<file path="config.mk">
export PLATFORM = sky130hd
export DESIGN_NAME = ttpr_outbuf
export DESIGN_NICKNAME = d
export VERILOG_FILES = /design/src/rtl/core/ttpr_pkg.sv /design/src/rtl/core/ttpr_outbuf.sv
export SDC_FILE = /design/constraint.sdc
export NUM_CORES = 1
export LEC_CHECK = 0
export ABC_AREA = 1
export BUFFER_PORTS_ARGS = -buffer_cell sky130_fd_sc_hd__buf_4
export CORE_MARGIN = 2
export CORE_UTILIZATION = 55
export DETAILED_ROUTE_END_ITERATION = 8
export HOLD_SLACK_MARGIN = 0.15
export PLACE_DENSITY = 0.84
export RECOVER_POWER = 50
export SLEW_MARGIN = 20
export SYNTH_ARGS = -nofsm -noshare
export SYNTH_HDL_FRONTEND = slang
export SYNTH_SLANG_ARGS = --single-unit
</file>
<file path="constraint.sdc">
create_clock -name clk_i -period 7.1 [get_ports clk_i]
set_clock_uncertainty 0.15 [all_clocks]
set_input_delay 0.71 -clock clk_i [delete_from_list [all_inputs] [get_ports clk_i]]
set_output_delay 0.71 -clock clk_i [all_outputs]
set_load 0.01 [all_outputs]
</file>
<file path="src/rtl/core/ttpr_pkg.sv">
// ttpr_pkg: request and result types, operation codes, store sizes and the
// level-to-intensity table of the ternary tile pixel renderer
// no dependencies
package ttpr_pkg;

  typedef enum logic [1:0] {
    OP_CELL    = 2'd0,
    OP_PATTERN = 2'd1,
    OP_PALETTE = 2'd2,
    OP_RENDER  = 2'd3
  } op_e;

  typedef struct packed {
    op_e         op;
    logic [12:0] cell_index;
    logic [4:0]  cell_palette;
    logic [9:0]  cell_tile;
    logic [12:0] pattern_row_index;
    logic [17:0] pattern_trits;
    logic [6:0]  palette_entry;
    logic [4:0]  level_red;
    logic [4:0]  level_green;
    logic [4:0]  level_blue;
    logic [9:0]  pixel_x;
    logic [9:0]  pixel_y;
  } req_t;

  typedef struct packed {
    logic [7:0] out_red;
    logic [7:0] out_green;
    logic [7:0] out_blue;
    logic [9:0] out_x;
    logic [9:0] out_y;
  } rsp_t;

  localparam int unsigned StoreDepth   = 6561;
  localparam int unsigned StoreAw      = 13;
  localparam int unsigned PaletteDepth = 81;
  localparam int unsigned PaletteAw    = 7;
  localparam int unsigned CellWidth    = 15;
  localparam int unsigned RowWidth     = 18;
  localparam int unsigned ColorWidth   = 15;
  localparam int unsigned TileSize     = 9;
  localparam int unsigned MaxLevel     = 26;

  // x / 9 == (x * 911) >> 13 for every x below 1170
  localparam int unsigned DivNine      = 911;
  localparam int unsigned DivNineShift = 13;

  localparam logic [7:0] Intensity [27] = '{
    8'd0,   8'd10,  8'd20,  8'd29,  8'd39,  8'd49,  8'd59,  8'd69,  8'd78,
    8'd88,  8'd98,  8'd108, 8'd118, 8'd128, 8'd137, 8'd147, 8'd157, 8'd167,
    8'd177, 8'd186, 8'd196, 8'd206, 8'd216, 8'd226, 8'd235, 8'd245, 8'd255
  };

  function automatic logic [7:0] level_to_byte(logic [4:0] lvl);
    logic [7:0] res;
    if (lvl > 5'(MaxLevel)) begin
      res = Intensity[MaxLevel];
    end else begin
      res = Intensity[lvl];
    end
    return res;
  endfunction

endpackage

</file>
<file path="src/rtl/core/ttpr_outbuf.sv">
// ttpr_outbuf: output register plus one skid entry for the result channel
// depends on ttpr_pkg
module ttpr_outbuf (
  input  logic          clk_i,
  input  logic          rst_ni,
  input  logic          res_valid_i,
  input  ttpr_pkg::rsp_t res_i,
  output logic          full_o,
  output logic          valid_o,
  input  logic          stall_i,
  output ttpr_pkg::rsp_t rsp_o
);
  import ttpr_pkg::*;

  logic out_valid_q, out_valid_d;
  logic skid_full_q, skid_full_d;
  rsp_t out_q, out_d;
  rsp_t skid_q, skid_d;
  logic take;

  assign take = out_valid_q && !stall_i;

  always_comb begin
    out_valid_d = out_valid_q;
    skid_full_d = skid_full_q;
    out_d       = out_q;
    skid_d      = skid_q;
    if (skid_full_q) begin
      if (take) begin
        out_d       = skid_q;
        skid_full_d = 1'b0;
      end
    end else if (!out_valid_q || take) begin
      out_valid_d = res_valid_i;
      out_d       = res_i;
    end else if (res_valid_i) begin
      skid_d      = res_i;
      skid_full_d = 1'b1;
    end
  end

  always_ff @(posedge clk_i or negedge rst_ni) begin
    if (!rst_ni) begin
      out_valid_q <= 1'b0;
      skid_full_q <= 1'b0;
    end else begin
      out_valid_q <= out_valid_d;
      skid_full_q <= skid_full_d;
    end
  end

  always_ff @(posedge clk_i) begin
    out_q  <= out_d;
    skid_q <= skid_d;
  end

  assign full_o  = skid_full_q;
  assign valid_o = out_valid_q;
  assign rsp_o   = out_q;

endmodule

</file>
After elaboration in Yosys (flattened, before gate mapping). Cells that the tools add are included.

Register bits: 90. Latch bits: 0. RAM bits: 0. Memory bits (read-only): 0. Output and inout port bits: 46. Logic and storage cells: 30. Memories kept: 0.

$add $sub $neg: 0. $mul: 0. Divide/modulo/power cells: 0. Magnitude comparators: 0. Eq/ne operators: 1. Shift operators: 0. Mux-type cells: 7. Bitwise operators: 2. Reductions and logical operators: 8.

Operators by type and width (number): 44-bit 2-to-1 mux (3); 1-bit 2-to-1 mux (4); 2-bit AND reduction (2); 3-bit AND reduction (1); 1-bit zero test (2); 2-bit by 1-bit != test with 1-bit output (second input constant) (1); 1-bit inverter (2); 2-bit nonzero test (1); 1-bit logical AND (1); 1-bit logical OR (1).

Depth between registers and ports, before layout.
Word-level depth: 5. Mapped depth: 4. Gate-level depth less buffers: 4.

Least setup slack after synthesis. No wires, ideal clock.

Path type: flip-flop to flip-flop. Start point: register skid_full_q, in the netlist full_o. End point: register out_q, in the netlist rsp_o[0], enable pin. Library setup time: 506 ps. Data arrival time: 3755 ps. Required time: 6444 ps. Setup slack: 2688 ps. Stages on the path, launching flop included: 3. Path buffers: 1. Clock period less this slack: 4412 ps. Cell sequence: dfrtp_1 buf_4 o21ai_0.

Word-level cells in the longest chain between the ends: 2. Elaborated cells between the ends (all ways): 3.

RTL lines: start: declaration (line ttpr_outbuf.sv:16) `logic skid_full_q, skid_full_d;`; start signal: assignment (line ttpr_outbuf.sv:48) `skid_full_q <= skid_full_d;`; 2-bit by 1-bit != test with 1-bit output (no source line) or 2-bit nonzero test (tied branches); 2-bit AND reduction (no source line) *; end signal: assignment (line ttpr_outbuf.sv:53) `out_q <= out_d;`; end: declaration (line ttpr_outbuf.sv:17) `rsp_t out_q, out_d;`.

Every way passes the cells marked *; elsewhere a longest branch is shown, timed or not. A chain may end at the register's enable or synchronous reset.

Final worst setup path.
Start point: register skid_full_q, in the netlist full_o. End point: register out_q, in the netlist rsp_o[19], enable pin.

Same word-level chain as after synthesis.

==> results by group <==
Detailed routing
  – Via density per instance: between 5 and 6
  – Detailed Routing Iterations Pass 1: 5
  – Total wirelength of the detailed-routed design: 6.32 mm
  – Initial DRC count: 207
  – Routed wirelength normalized by instance count: 14.9 um
  – Number of routed nets with antenna violations: 0
  – Number of vias after detailed routing: around 2.1k
  – Total DRC errors in the routed layout: 0

Global route
  – Initial antenna violation count: 0
  – Maximum number of pins on one net before global-route repair: 51
  – GR Util All Layers: approximately a fifth
  – Number of global-route vias before repair: between 2k and 2.5k
  – First-pass GRT wire length: between 9 and 10 mm
  – Overflow left after global routing: 0

Layout
  – Summed area of non-filler cells in the final layout: roughly 4000 um^2
  – Fraction of final layout cells with drive strength greater than 1: a little under an eighth
  – NumNets Final: a little under 400
  – Area Growth Syn to Fin: 20.0%
  – Antenna diode count: 0
  – Non-filler instance count after layout: around 420
  – Core Util, Final: between 60% and 70%

Worst setup path
  – Endpoint class of the critical path: flip-flop
  – Reg2reg path depth: 2
  – Slack of the worst reg-to-reg path: between 2000 and 3000 ps
  – Startpoint kind of the worst setup timing path: flip-flop
  – Critical path class: reg2reg
  – End point of the critical path: rsp_o[19]
  – CP Data Required Time: 6960 ps
  – Max FO, Critical Path: 50
  – Reg-to-reg endpoint: rsp_o[19]
  – FF-to-FF Start: full_o
  – Crit path launch: full_o
  – Endpoint arrival time on the critical path: 4060 ps

Synth
  – Synth top area share: between 70% and 80%
  – Area of the mapped netlist: 3310 um^2
  – Gate count after technology mapping: approximately 250
  – Number of warnings issued by yosys: 0
  – Leading post-synthesis cells by cell area: sky130_fd_sc_hd__edfxtp_1 80%, sky130_fd_sc_hd__nand2_1 16%, sky130_fd_sc_hd__dfrtp_1 1.5%
  – Avg Cell Area, Syn: 13.4 um^2
  – Biggest area consumer among synthesized cells: sky130_fd_sc_hd__edfxtp_1
  – Number of flip-flops and latches in the synthesized netlist: 90
  – Synthesized netlist net count: between 200 and 300
  – Unique cell type count in the Yosys netlist: 10
  – Seq/Total Area, Yosys: 81.4%

STA
  – Tcrit/Tclk final: about three fifths
  – Highest clock rate: ~240 MHz
  – Hold Violations, Final: 0
  – RSZ-0062 raised after global routing: false
  – Max-slew violation count: 71
  – Final min period: between 4000 and 5000 ps
  – Final setup vio count: 0
  – Setup tns final: 0 ps
  – Worst Tran Pin Value: roughly 2500 ps
  – Slew headroom: -69.9%

Placed design
  – Number of cells after detailed placement: between 400 and 500
  – Routability Congestion: slightly above 0.8
  – Placed Instance Area: 4060 um^2
  – HPWL after detailed placement: around 4.3 mm
  – Port-buffer cells: between 90 and 100

Floorplan
  – Initial Util: between 50% and 60%
  – FP Rows: 28
  – DIE WIDTH: between 80 and 90 um
  – Area inside the core boundary: 5850 um^2
  – Die area: roughly 6600 um^2
  – I/O pins: 94
  – Height of the chip: between 80 and 90 um

Power
  – IR drop worst, VDD: between 200 and 250 uV
  – Static Leak: about 1.6 nW
  – Power per standard cell area: roughly 400 nW/um^2

Run status
  – Violations in the final reports: max-capacitance violations, max-slew violations
  – Status: complete, but fails checks

Hold path
  – Class of the tightest hold or removal check: reg2reg

Clocking
  – Total CTS buffers: 9
  – Clock latency on the worst-skew pair: 340 ps
  – Clock sink count: 90
  – Deepest level of the CTS H-tree: 3
  – TritonCTS clock tree: done
  – Post-CTS Setup Inserts: 0
  – Root buffer cell: sky130_fd_sc_hd__clkbuf_8
  – Deepest clock path buffer count: 2
  – Post-CTS clock slew at the launch and capture registers of the worst setup and hold paths: 80 ps

Flow run
  – # Max-Cap Violations: 2
-- Yosys cell counts --
cell                         n
sky130_fd_sc_hd__nand2_1   138
sky130_fd_sc_hd__edfxtp_1   88
sky130_fd_sc_hd__buf_2       6
sky130_fd_sc_hd__inv_1       5
sky130_fd_sc_hd__buf_6       2
sky130_fd_sc_hd__dfrtp_1     2
sky130_fd_sc_hd__o21ai_0     2
sky130_fd_sc_hd__buf_4       1
sky130_fd_sc_hd__inv_2       1
sky130_fd_sc_hd__nor2_1      1
-- sequential cells by signal, summed over array words and instances, names as in the netlist --
| name | flops |
|---|---|
| skid_q | 44 |
| valid_o | 1 |
| full_o | 1 |
| rsp_o | 44 |
-- worst max-delay path, cell delays in order (launching register included) --
cell                      delay (ps)
sky130_fd_sc_hd__dfrtp_1         960
sky130_fd_sc_hd__o21ai_0        2170
sky130_fd_sc_hd__buf_4           580
-- how the worst min path moves through the flow --
stage,startpoint,endpoint,slack (ps),cells after the start
2_1_floorplan,rst_ni,full_o,260,0
6_report,skid_q[27],rsp_o[27],370,2
3_5_place_dp,rst_ni,valid_o,350,1
3_3_place_gp,rst_ni,valid_o,340,1
5_1_grt,skid_q[29],rsp_o[29],380,2
4_1_cts,skid_q[13],rsp_o[13],370,2
-- stage by stage --
stage	worst slack [ps]	hold slack, ps	total power [mW]
after floorplan	2690	264	1.15
after CTS	4680	369	1.71
after global routing	2430	380	1.69
after global placement	4850	344	1.38
after detailed placement	4760	347	1.41
final	2900	367	1.59
-- kinds of logic (layout without fill, tap and decap cells) --
group	count (synthesis)	count (layout)	synth area share, %
and+or+nand+nor	139	139	15.8
AOI/OAI and AO/OA	2	2	0.303
buffers and inverters	15	117	2.50
DFF	90	90	81.4
-- where the power goes --
part	switching, mW	internal (mW)
clock network	0.163	0.136
logic	0.283	0.119
registers	0.0825	0.808
-- cell type report --
cell class,instances,area [um^2]
sequential,90,2690
fill,456,1880
inverter,6,22.5
tap,75,93.8
multi-input combinational,141,532
clock inverter,3,17.5
clock buffer,13,149
timing repair buffer,95,460
-- routing by layer --
metal	wire (um)	share of wire, %	up-vias	GRT usage, %
met2	3310	52	87	35.0
met1	2410	38	1023	24.2
met4	163	2.6	0	10.8
li1	-	-	1016	-
met5	0	0	-	0
met3	433	6.9	13	5.93
-- what timing repair did --
| item | CTS | global route |
|---|---|---|
| endpoints found under the hold margin | 2 | 0 |
| resized for setup | 0 | 0 |
| endpoints found under the setup margin | 0 | 0 |
| hold buffers | 1 | 0 |
-- cell usage in the layout, fill, tap and decap left out, drive strengths merged --
cell type / netlist / final
dfrtp: 2 / 2
inv: 6 / 6
clkinvlp: 0 / 1
dlygate4sd3: 0 / 1
o21ai: 2 / 2
buf: 9 / 4
edfxtp: 88 / 88
nand2: 138 / 138
clkbuf: 0 / 103
nor2: 1 / 1
clkinv: 0 / 2
Power figures use the tool's default switching activity.
