$ cat src/rtl/core/ttpr_ram.sv
// ttpr_ram: generic single-write, single-read RAM with registered read data
// no dependencies
module ttpr_ram #(
  parameter int unsigned WIDTH = 16,
  parameter int unsigned DEPTH = 64,
  localparam int unsigned AW   = $clog2(DEPTH)
) (
  input  logic             clk_i,
  input  logic             we_i,
  input  logic [AW-1:0]    waddr_i,
  input  logic [WIDTH-1:0] wdata_i,
  input  logic             re_i,
  input  logic [AW-1:0]    raddr_i,
  output logic [WIDTH-1:0] rdata_o
);

  logic [WIDTH-1:0] mem_q [DEPTH];
  logic [WIDTH-1:0] rdata_q;

  always_ff @(posedge clk_i) begin
    if (we_i) begin
      mem_q[waddr_i] <= wdata_i;
    end
    if (re_i) begin
      rdata_q <= mem_q[raddr_i];
    end
  end

  assign rdata_o = rdata_q;

endmodule

$ cat config.mk
export PLATFORM = sky130hd
export DESIGN_NAME = ttpr_ram
export DESIGN_NICKNAME = d
export VERILOG_FILES = /design/src/rtl/core/ttpr_ram.sv
export SDC_FILE = /design/constraint.sdc
export NUM_CORES = 1
export LEC_CHECK = 0
export BUFFER_PORTS_ARGS = -buffer_cell sky130_fd_sc_hd__buf_2
export CORE_ASPECT_RATIO = 1.75
export CORE_MARGIN = 2
export CORE_UTILIZATION = 39
export DETAILED_ROUTE_END_ITERATION = 8
export SLEW_MARGIN = 20
export SYNTH_ARGS = -nofsm -noshare
export SYNTH_HDL_FRONTEND = slang
export SYNTH_SLANG_ARGS = --single-unit
$ cat constraint.sdc
create_clock -name clk_i -period 2.75 [get_ports clk_i]
set_input_delay 0.275 -clock clk_i [delete_from_list [all_inputs] [get_ports clk_i]]
set_output_delay 0.275 -clock clk_i [all_outputs]
set_load 0.03 [all_outputs]
Word level (Yosys, flattened, before mapping)
Memories as Yosys holds them, arrays and structs flattened. A register that Yosys moved wholly into a read port is not among the register bits.
Index checks and enable logic that the tools add are counted.
{"block": "op_classes", "muxes": 2}
{"operator": "$mux W1", "n": 2}
{"block": "totals", "mem_bits_rw": 1024, "ff_bits": 0, "mem_count": 1}
{"memory": "mem_q", "words": 64, "width": 16, "rd": 1, "rd_clocked_by_memory_dff": 1, "wr": 1, "line": "17", "text": "logic [WIDTH-1:0] mem_q [DEPTH];"}

Longest topological paths before layout
Gate-level depths: netlist of run 1.
{"block": "depth", "ltp_word": 2, "depth_mapped": 10, "depth_no_buf": 5}

Worst setup path before layout of run 1
Ideal clock, no wire load.
{"block": "synth_timing", "path_type": "input-to-reg", "startpoint": "input port waddr_i[3]", "endpoint": "memory mem_q[48][0], enable pin", "path_buffers": 1, "stages": 4, "arrival_ns": 1.901, "setup_slack_ns": 0.440, "path_cell_list": "clkbuf_1 nor2b_1 nand4b_1 nor3_1"}
{"item": "start: declaration", "line": "10", "text": "input logic [AW-1:0] waddr_i,"}
{"item": "end: declaration", "line": "17"}
Straight into the memory's write port.

==> metrics.cfg, run 1 <==
[run_status]
status=completed

[floorplan]
start_util_pct=39.4
die_height_microns=429
row_count=155
ioPinCount=47
chipWidth_microns=247
core_area_sq_um=102000
die-area_sq_um=106000

[synthesis]
ys_seq_area_share_pct=77.7
yosysWarnings=0
ys_ff_latch=1040
netlist_instances=1829
syn_nets=1860
syn-cell-area_sq_um=40200
avgSynthCellArea_sq_um=22.0
synth_cell_types=42

[sta]
hold_violations=0
fin_hold_ws_ps=61.9
max_freq_mhz=483
slew_headroom_pct=39.8
fin_crit_ps=2070
setup_violations=0
period_share_pct=75.2
slew_violations=0
grt_setup_unrepaired=no
fin_worst_skew_ps=27.2
setup_slack_ps=681
worst_pin_slew_ps=904

[placed_design]
io_buffers=46
place.gp.congestion=0.848
dpl_worst_slack_ps=-3.56
placed_area_sq_um=43100
dp_hpwl_microns=65400

[layout]
layout-drive-gt1-share_pct=29.4
area_delta_synth_final_pct=14.4
fill_cells=8586
design_area_sq_um=46000
layout.area.seq_sq_um=31200
multi_input_area_sq_um=8250
nets=2096

[pwr]
seqPwrFrac_pct=55.0
pwr-share-clk_pct=39.4
internal_power_w=0.0253
power_frac_comb_pct=5.6
power_density_nw_per_um2=696
p_leak_nw=14.6
p_sw_w=0.00674
total_power_w=0.0320
switching_share_pct=21.1
peakVddDrop_v=0.000529

[run]
drv_cap=0

[route]
first_pass_iters=7
antenna_left=0
totalWireLength_microns=98700
vias=19200
drc_errors=0
viasPerCell=5.53
wl_per_cell_microns=28.5
dr.first_iter.drc_count=1626

[worst_setup_path]
r2r_slack_ps=680
setup.worst_path.end_class=register
critPathKind=in -> reg
critPathMaxFanout=33
rr_worst_depth=5
crit_required_ps=3140
path_cells=buf_8, buf_12, buf_12, mux4_2, a22oi_1, a311oi_1
start_kind=input pin
crit_buf_inv=3
worstPathArrival_ps=2460
slowest_stage=mux4_2
cpPeakStageDelay_ps=550
crit_family=buffers and inverters
path_depth=6
crit_top_cell=buf_12

[global_route]
antenna_found_initial=7
grt_pass1_vias=20200
grt_pass1_wl_microns=143000
grt.total_usage_pct=18.9
grt_max_degree=65
globalRouteOverflowTotal=0

[clocking]
cts.repair.resized=0
post-cts-setup-buffers=0
clockBufferDepth=3
htree_levels=3
cts.sinks=1040
clk_pin_slew_ps=70
cts_buffers=84
clk_latency_ps=680
cts_tree=done
cts.root.buffer_cell=clkbuf_16

[hold_path]
min_path_type=in -> reg
whs_path_depth=1

kinds of logic (layout without fill, tap and decap cells):
family	count (synthesis)	count (layout)	synth area share, %
buf+inv	104	407	1.82
simple gates	220	220	2.64
compound gates	129	129	2.40
other cells	0	2	0
mux	336	336	15.5
flops	1040	1040	77.7
cells in the final DEF, fill, tap and decap left out, types with 8 or more instances in the layout:
| cell type | n |
|---|---|
| a21oi_1 | 17 |
| bufinv_16 | 14 |
| nand4_1 | 12 |
| a211oi_1 | 8 |
| a211o_1 | 8 |
| mux4_2 | 220 |
| a311oi_1 | 8 |
| edfxtp_1 | 1040 |
| a221oi_1 | 16 |
| clkinv_1 | 13 |
| buf_12 | 15 |
| clkinv_2 | 9 |
| nor2_1 | 72 |
| nand3_1 | 24 |
| buf_2 | 42 |
| a31oi_1 | 8 |
| mux2i_1 | 85 |
| clkbuf_1 | 22 |
| mux2_2 | 27 |
| nor2b_1 | 30 |
| buf_4 | 192 |
| a22oi_1 | 39 |
| clkbuf_16 | 84 |
| nand2_1 | 59 |
synthesized netlist by cell type:
library cell,instances,area [sq um]
buf_6,17,191
edfxtp_1,1040,31200
nand2_4,1,11.3
and2_1,2,12.5
nor2_1,72,270
buf_8,3,45.0
a31oi_1,8,50.1
mux4_2,220,4950
nand3b_1,2,15.0
a41oi_1,5,43.8
clkbuf_4,1,7.51
a221oi_1,16,140
a311oi_1,8,70.1
nand2_1,59,221
nand3_1,24,120
nand4b_1,1,8.76
nand2b_1,3,18.8
buf_1,3,11.3
o21ai_0,5,25.0
nand4_1,12,75.1
or3b_2,1,8.76
and4_1,5,43.8
clkbuf_2,2,10.0
mux2i_1,85,851
o21ai_1,3,15.0
buf_4,13,97.6
nor3_1,2,10.0
a21oi_1,17,85.1
a22oi_1,39,293
buf_12,5,100
a221o_1,6,60.1
a211oi_1,8,60.1
nor2_2,2,12.5
a211o_1,8,70.1
mux4_1,4,105
buf_2,36,180
a22o_1,6,52.6
nor4_2,3,37.5
clkbuf_1,24,90.1
nor2b_1,30,188
or3_1,1,6.26
mux2_2,27,304
flip-flops by register name, summed over array words and instances (netlist names):
signal	cells
rdata_o	16
mem_q	1024
per-layer routing:
layer  share of wire (%)  global-route usage (%)
met1                  36                    21.8
met4                 4.8                    8.77
met5               0.063                       0
met3                 5.4                    3.17
met2                  54                    34.1
worst paths after layout:
| path | startpoint | to |
|---|---|---|
| worst max register to register | mem_q[6][15]$_DFFE_PP_ | rdata_o[15]$_DFFE_PP_ |
| worst min register to register | mem_q[51][14]$_DFFE_PP_ | rdata_o[14]$_DFFE_PP_ |
| worst min-delay path | wdata_i[0] | mem_q[39][0]$_DFFE_PP_ |
| worst max-delay path | raddr_i[0] | rdata_o[13]$_DFFE_PP_ |
area by class of cell:
| type | count | share of cell area (%) |
|---|---|---|
| Antenna cell | 2 | 0.0109 |
| Sequential cell | 1040 | 67.9 |
| Timing Repair Buffer | 254 | 4.37 |
| Clock buffer | 106 | 4.75 |
| Multi-Input combinational cell | 685 | 17.9 |
| Clock inverter | 47 | 1.43 |
| Tap cell | 1334 | 3.63 |
metrics by stage:
stage | instances | util, % | TNS, ps
2_1_floorplan | 1829 | - | 0
3_3_place_gp | 3311 | 42.3 | -63.9
3_5_place_dp | 3311 | 42.3 | -3.56
4_1_cts | 3466 | 45.1 | 0
5_1_grt | 3467 | 45.1 | 0
6_report | 3468 | 45.1 | 0
power groups by stage:
stage	registers, W	clock network, W	logic [W]
floorplan	0.0180	0	0.000909
global placement	0.0180	0	0.00179
detailed placement	0.0180	0	0.00181
CTS	0.0176	0.0128	0.00182
global route	0.0176	0.0134	0.00189
finish	0.0176	0.0126	0.00180
what timing repair did:
item	4_1_cts	5_1_grt
hold buffers	2	0
endpoints found under the hold margin	8	0
setup endpoints to repair	0	0
No activity file was read; power rests on OpenSTA's default activity.
==> run 2: changes to the inputs <==
clock period = 2.1 ns   (was 2.75 ns; I/O delays follow)
==> run 2 against run 1 <==
Against the previous run: worst setup slack lost 620 ps; critical endpoint is now rdata_o[2]$_DFFE_PP_; total power grew 29%; critical path depth is the same; highest routed layer unchanged; largest power group unchanged.
==> metrics.cfg, run 2 (synthesis results as in run 1) <==
[layout]
multi_input_area_sq_um=8290  ; +0.46%
nets=2170  ; +3.5%
fill_cells=8538  ; -0.56%
fin_cells=3550  ; +2.4%
mostFrequentLayoutCells=edfxtp_1 (1,040), buf_4 (225), mux4_2 (220)
layout-drive-gt1-share_pct=31.9  ; +2.6 points
final_util_pct=46.1  ; +0.96 points
layout_commonest_cell=edfxtp_1
area_delta_synth_final_pct=16.9
regMostFlops=mem_q
layout.area.seq_sq_um=31200  ; unchanged
largest_reg_flops=1024  ; unchanged

[clocking]
post-cts-setup-buffers=0  ; unchanged
clk_pin_slew_ps=70  ; about the same
clockBufferDepth=3  ; unchanged
cts.sinks=1040  ; unchanged
clk_latency_ps=690  ; about the same
cts.root.buffer_cell=clkbuf_16
cts_buffers=86  ; +2.4%
cts_tree=done
htree_levels=3  ; unchanged

[route]
wl_per_cell_microns=28.4  ; -0.42%
first_pass_iters=5  ; -2
antenna_left=0  ; unchanged
totalWireLength_microns=101000  ; +1.9%
viasPerCell=5.47  ; -1.1%
drc_errors=0  ; unchanged
dr.first_iter.drc_count=1722  ; +5.9%
vias=19400  ; +1.2%

[global_route]
antenna_found_initial=13  ; +6
grt_pass1_wl_microns=145000  ; +1.2%
globalRouteOverflowTotal=0  ; unchanged
grt.total_usage_pct=19.2  ; +0.30 points
grt_pass1_vias=20600  ; +2.0%
grt_max_degree=65  ; unchanged

[floorplan]
start_util_pct=39.4  ; unchanged
chipWidth_microns=247  ; unchanged
ioPinCount=47  ; unchanged
row_count=155  ; unchanged
die-area_sq_um=106000  ; unchanged
core_area_sq_um=102000  ; unchanged
die_height_microns=429  ; unchanged

[sta]
setup_slack_ps=61.0  ; -620 ps
slew_headroom_pct=27.6  ; -12 points
fin_hold_ws_ps=25.6  ; -36.4 ps
hold_violations=0  ; unchanged
grt_setup_unrepaired=no
setup_violations=0  ; unchanged
max_freq_mhz=490
slew_violations=0  ; unchanged
fin_worst_skew_ps=20.2  ; -7.03 ps
worst_pin_slew_ps=1090  ; +183 ps
fin_crit_ps=2040
period_share_pct=97.1

[placed_design]
place.gp.congestion=0.866  ; +2.1%
io_buffers=46  ; unchanged
dpl_worst_slack_ps=-700  ; -697 ps
dp_hpwl_microns=67900  ; +3.9%
dp_cells=3384  ; +2.2%

[worst_setup_path]
start_kind=register
crit_required_ps=2540  ; -600 ps
cpPeakStageDelay_ps=470  ; -80 ps
critPathKind=reg -> reg
setup.worst_path.end_class=register
slowest_stage=mux4_2
worstPathArrival_ps=2480  ; +20 ps
critPathMaxFanout=1  ; -97%
path_cells=mux4_2, mux2_2, nand2_1, nand4_1, buf_4, and4_1

[run_status]
status=completed

[pwr]
power_density_nw_per_um2=880  ; +27%
seqPwrFrac_pct=55.7  ; +0.7 points
switching_share_pct=21.5  ; +0.39 points
peakVddDrop_v=0.000632  ; +20%
pwr-share-clk_pct=38.2  ; -1.2 points
p_leak_nw=15.1  ; +3.0%
power_frac_comb_pct=6.1  ; +0.5 points
internal_power_w=0.0325  ; +29%
p_sw_w=0.00888  ; +32%

[run]
drv_cap=0  ; unchanged

[hold_path]
min_path_type=in -> reg

## run 2: cell count changes in the layout (fill, tap and decap cells not counted), sizes merged
cell / previous run / this run
bufinv: 14 / 7
buf: 251 / 323
clkinv: 27 / 44
inv: 2 / 4
clkbuf: 107 / 101
diode: 2 / 6
## run 2: what timing repair did
| action | 4_1_cts | 5_1_grt |
|---|---|---|
| hold buffers | 2 | 0 |
| gates resized for setup | 4 | 4 |
| hold endpoints to repair | 12 | 0 |
| pin swaps | 0 | 2 |
| gates cloned | 0 | 0 |
| setup endpoints to repair | 3 | 4 |
## run 2: per-stage QoR
step / power, W / area [sq um] / TNS (ps)
global route: 0.0426 / 47000 / 0
CTS: 0.0417 / 47000 / 0
global placement: 0.0260 / 44200 / -6570
floorplan: 0.0247 / 40200 / -8230
detailed placement: 0.0261 / 44200 / -6870
finish: 0.0414 / 47000 / 0
## run 2: cell type report
class | instances | area share, %
Sequential cell | 1040 | 66.5
Multi-Input combinational cell | 685 | 17.6
Timing Repair Buffer | 326 | 6.50
Clock buffer | 100 | 4.69
Tap cell | 1334 | 3.55
Clock inverter | 59 | 1.12
Antenna cell | 6 | 0.0320
## run 2: power by group through the flow
stage | clock, W | combinational, W | sequential [W]
after global placement | 0 | 0.00249 | 0.0235
final | 0.0158 | 0.00253 | 0.0231
after floorplan | 0 | 0.00119 | 0.0236
after global routing | 0.0169 | 0.00266 | 0.0231
after CTS | 0.0161 | 0.00255 | 0.0231
after detailed placement | 0 | 0.00254 | 0.0235
## run 2: final timing paths
| path | startpoint | to | slack, ps | cells after the start |
|---|---|---|---|---|
| min | wdata_i[9] | mem_q[57][9]$_DFFE_PP_ | 30 | 2 |
| max | mem_q[20][2]$_DFFE_PP_ | rdata_o[2]$_DFFE_PP_ | 60 | 6 |
| max reg2reg | mem_q[20][2]$_DFFE_PP_ | rdata_o[2]$_DFFE_PP_ | 60 | 6 |
| min reg2reg | mem_q[62][2]$_DFFE_PP_ | rdata_o[2]$_DFFE_PP_ | 920 | 5 |
## run 2: routing by layer
layer / routed length [microns] / global-route usage [%] / part of all wire, % / up-vias
li1: - / - / - / 8310
met1: 34800 / 21.2 / 35 / 10400
met2: 56000 / 35.8 / 56 / 587
met3: 5380 / 3.09 / 5.3 / 157
met4: 4390 / 8.78 / 4.4 / 12
met5: 71 / 0 / 0.071 / -
## run 2: critical path, delay by kind of cell, from the launching register on
family                 cells  cell delay (ps)
and+or+nand+nor            3              420
buffers and inverters      1              220
muxes                      2              780
DFF                        1              370
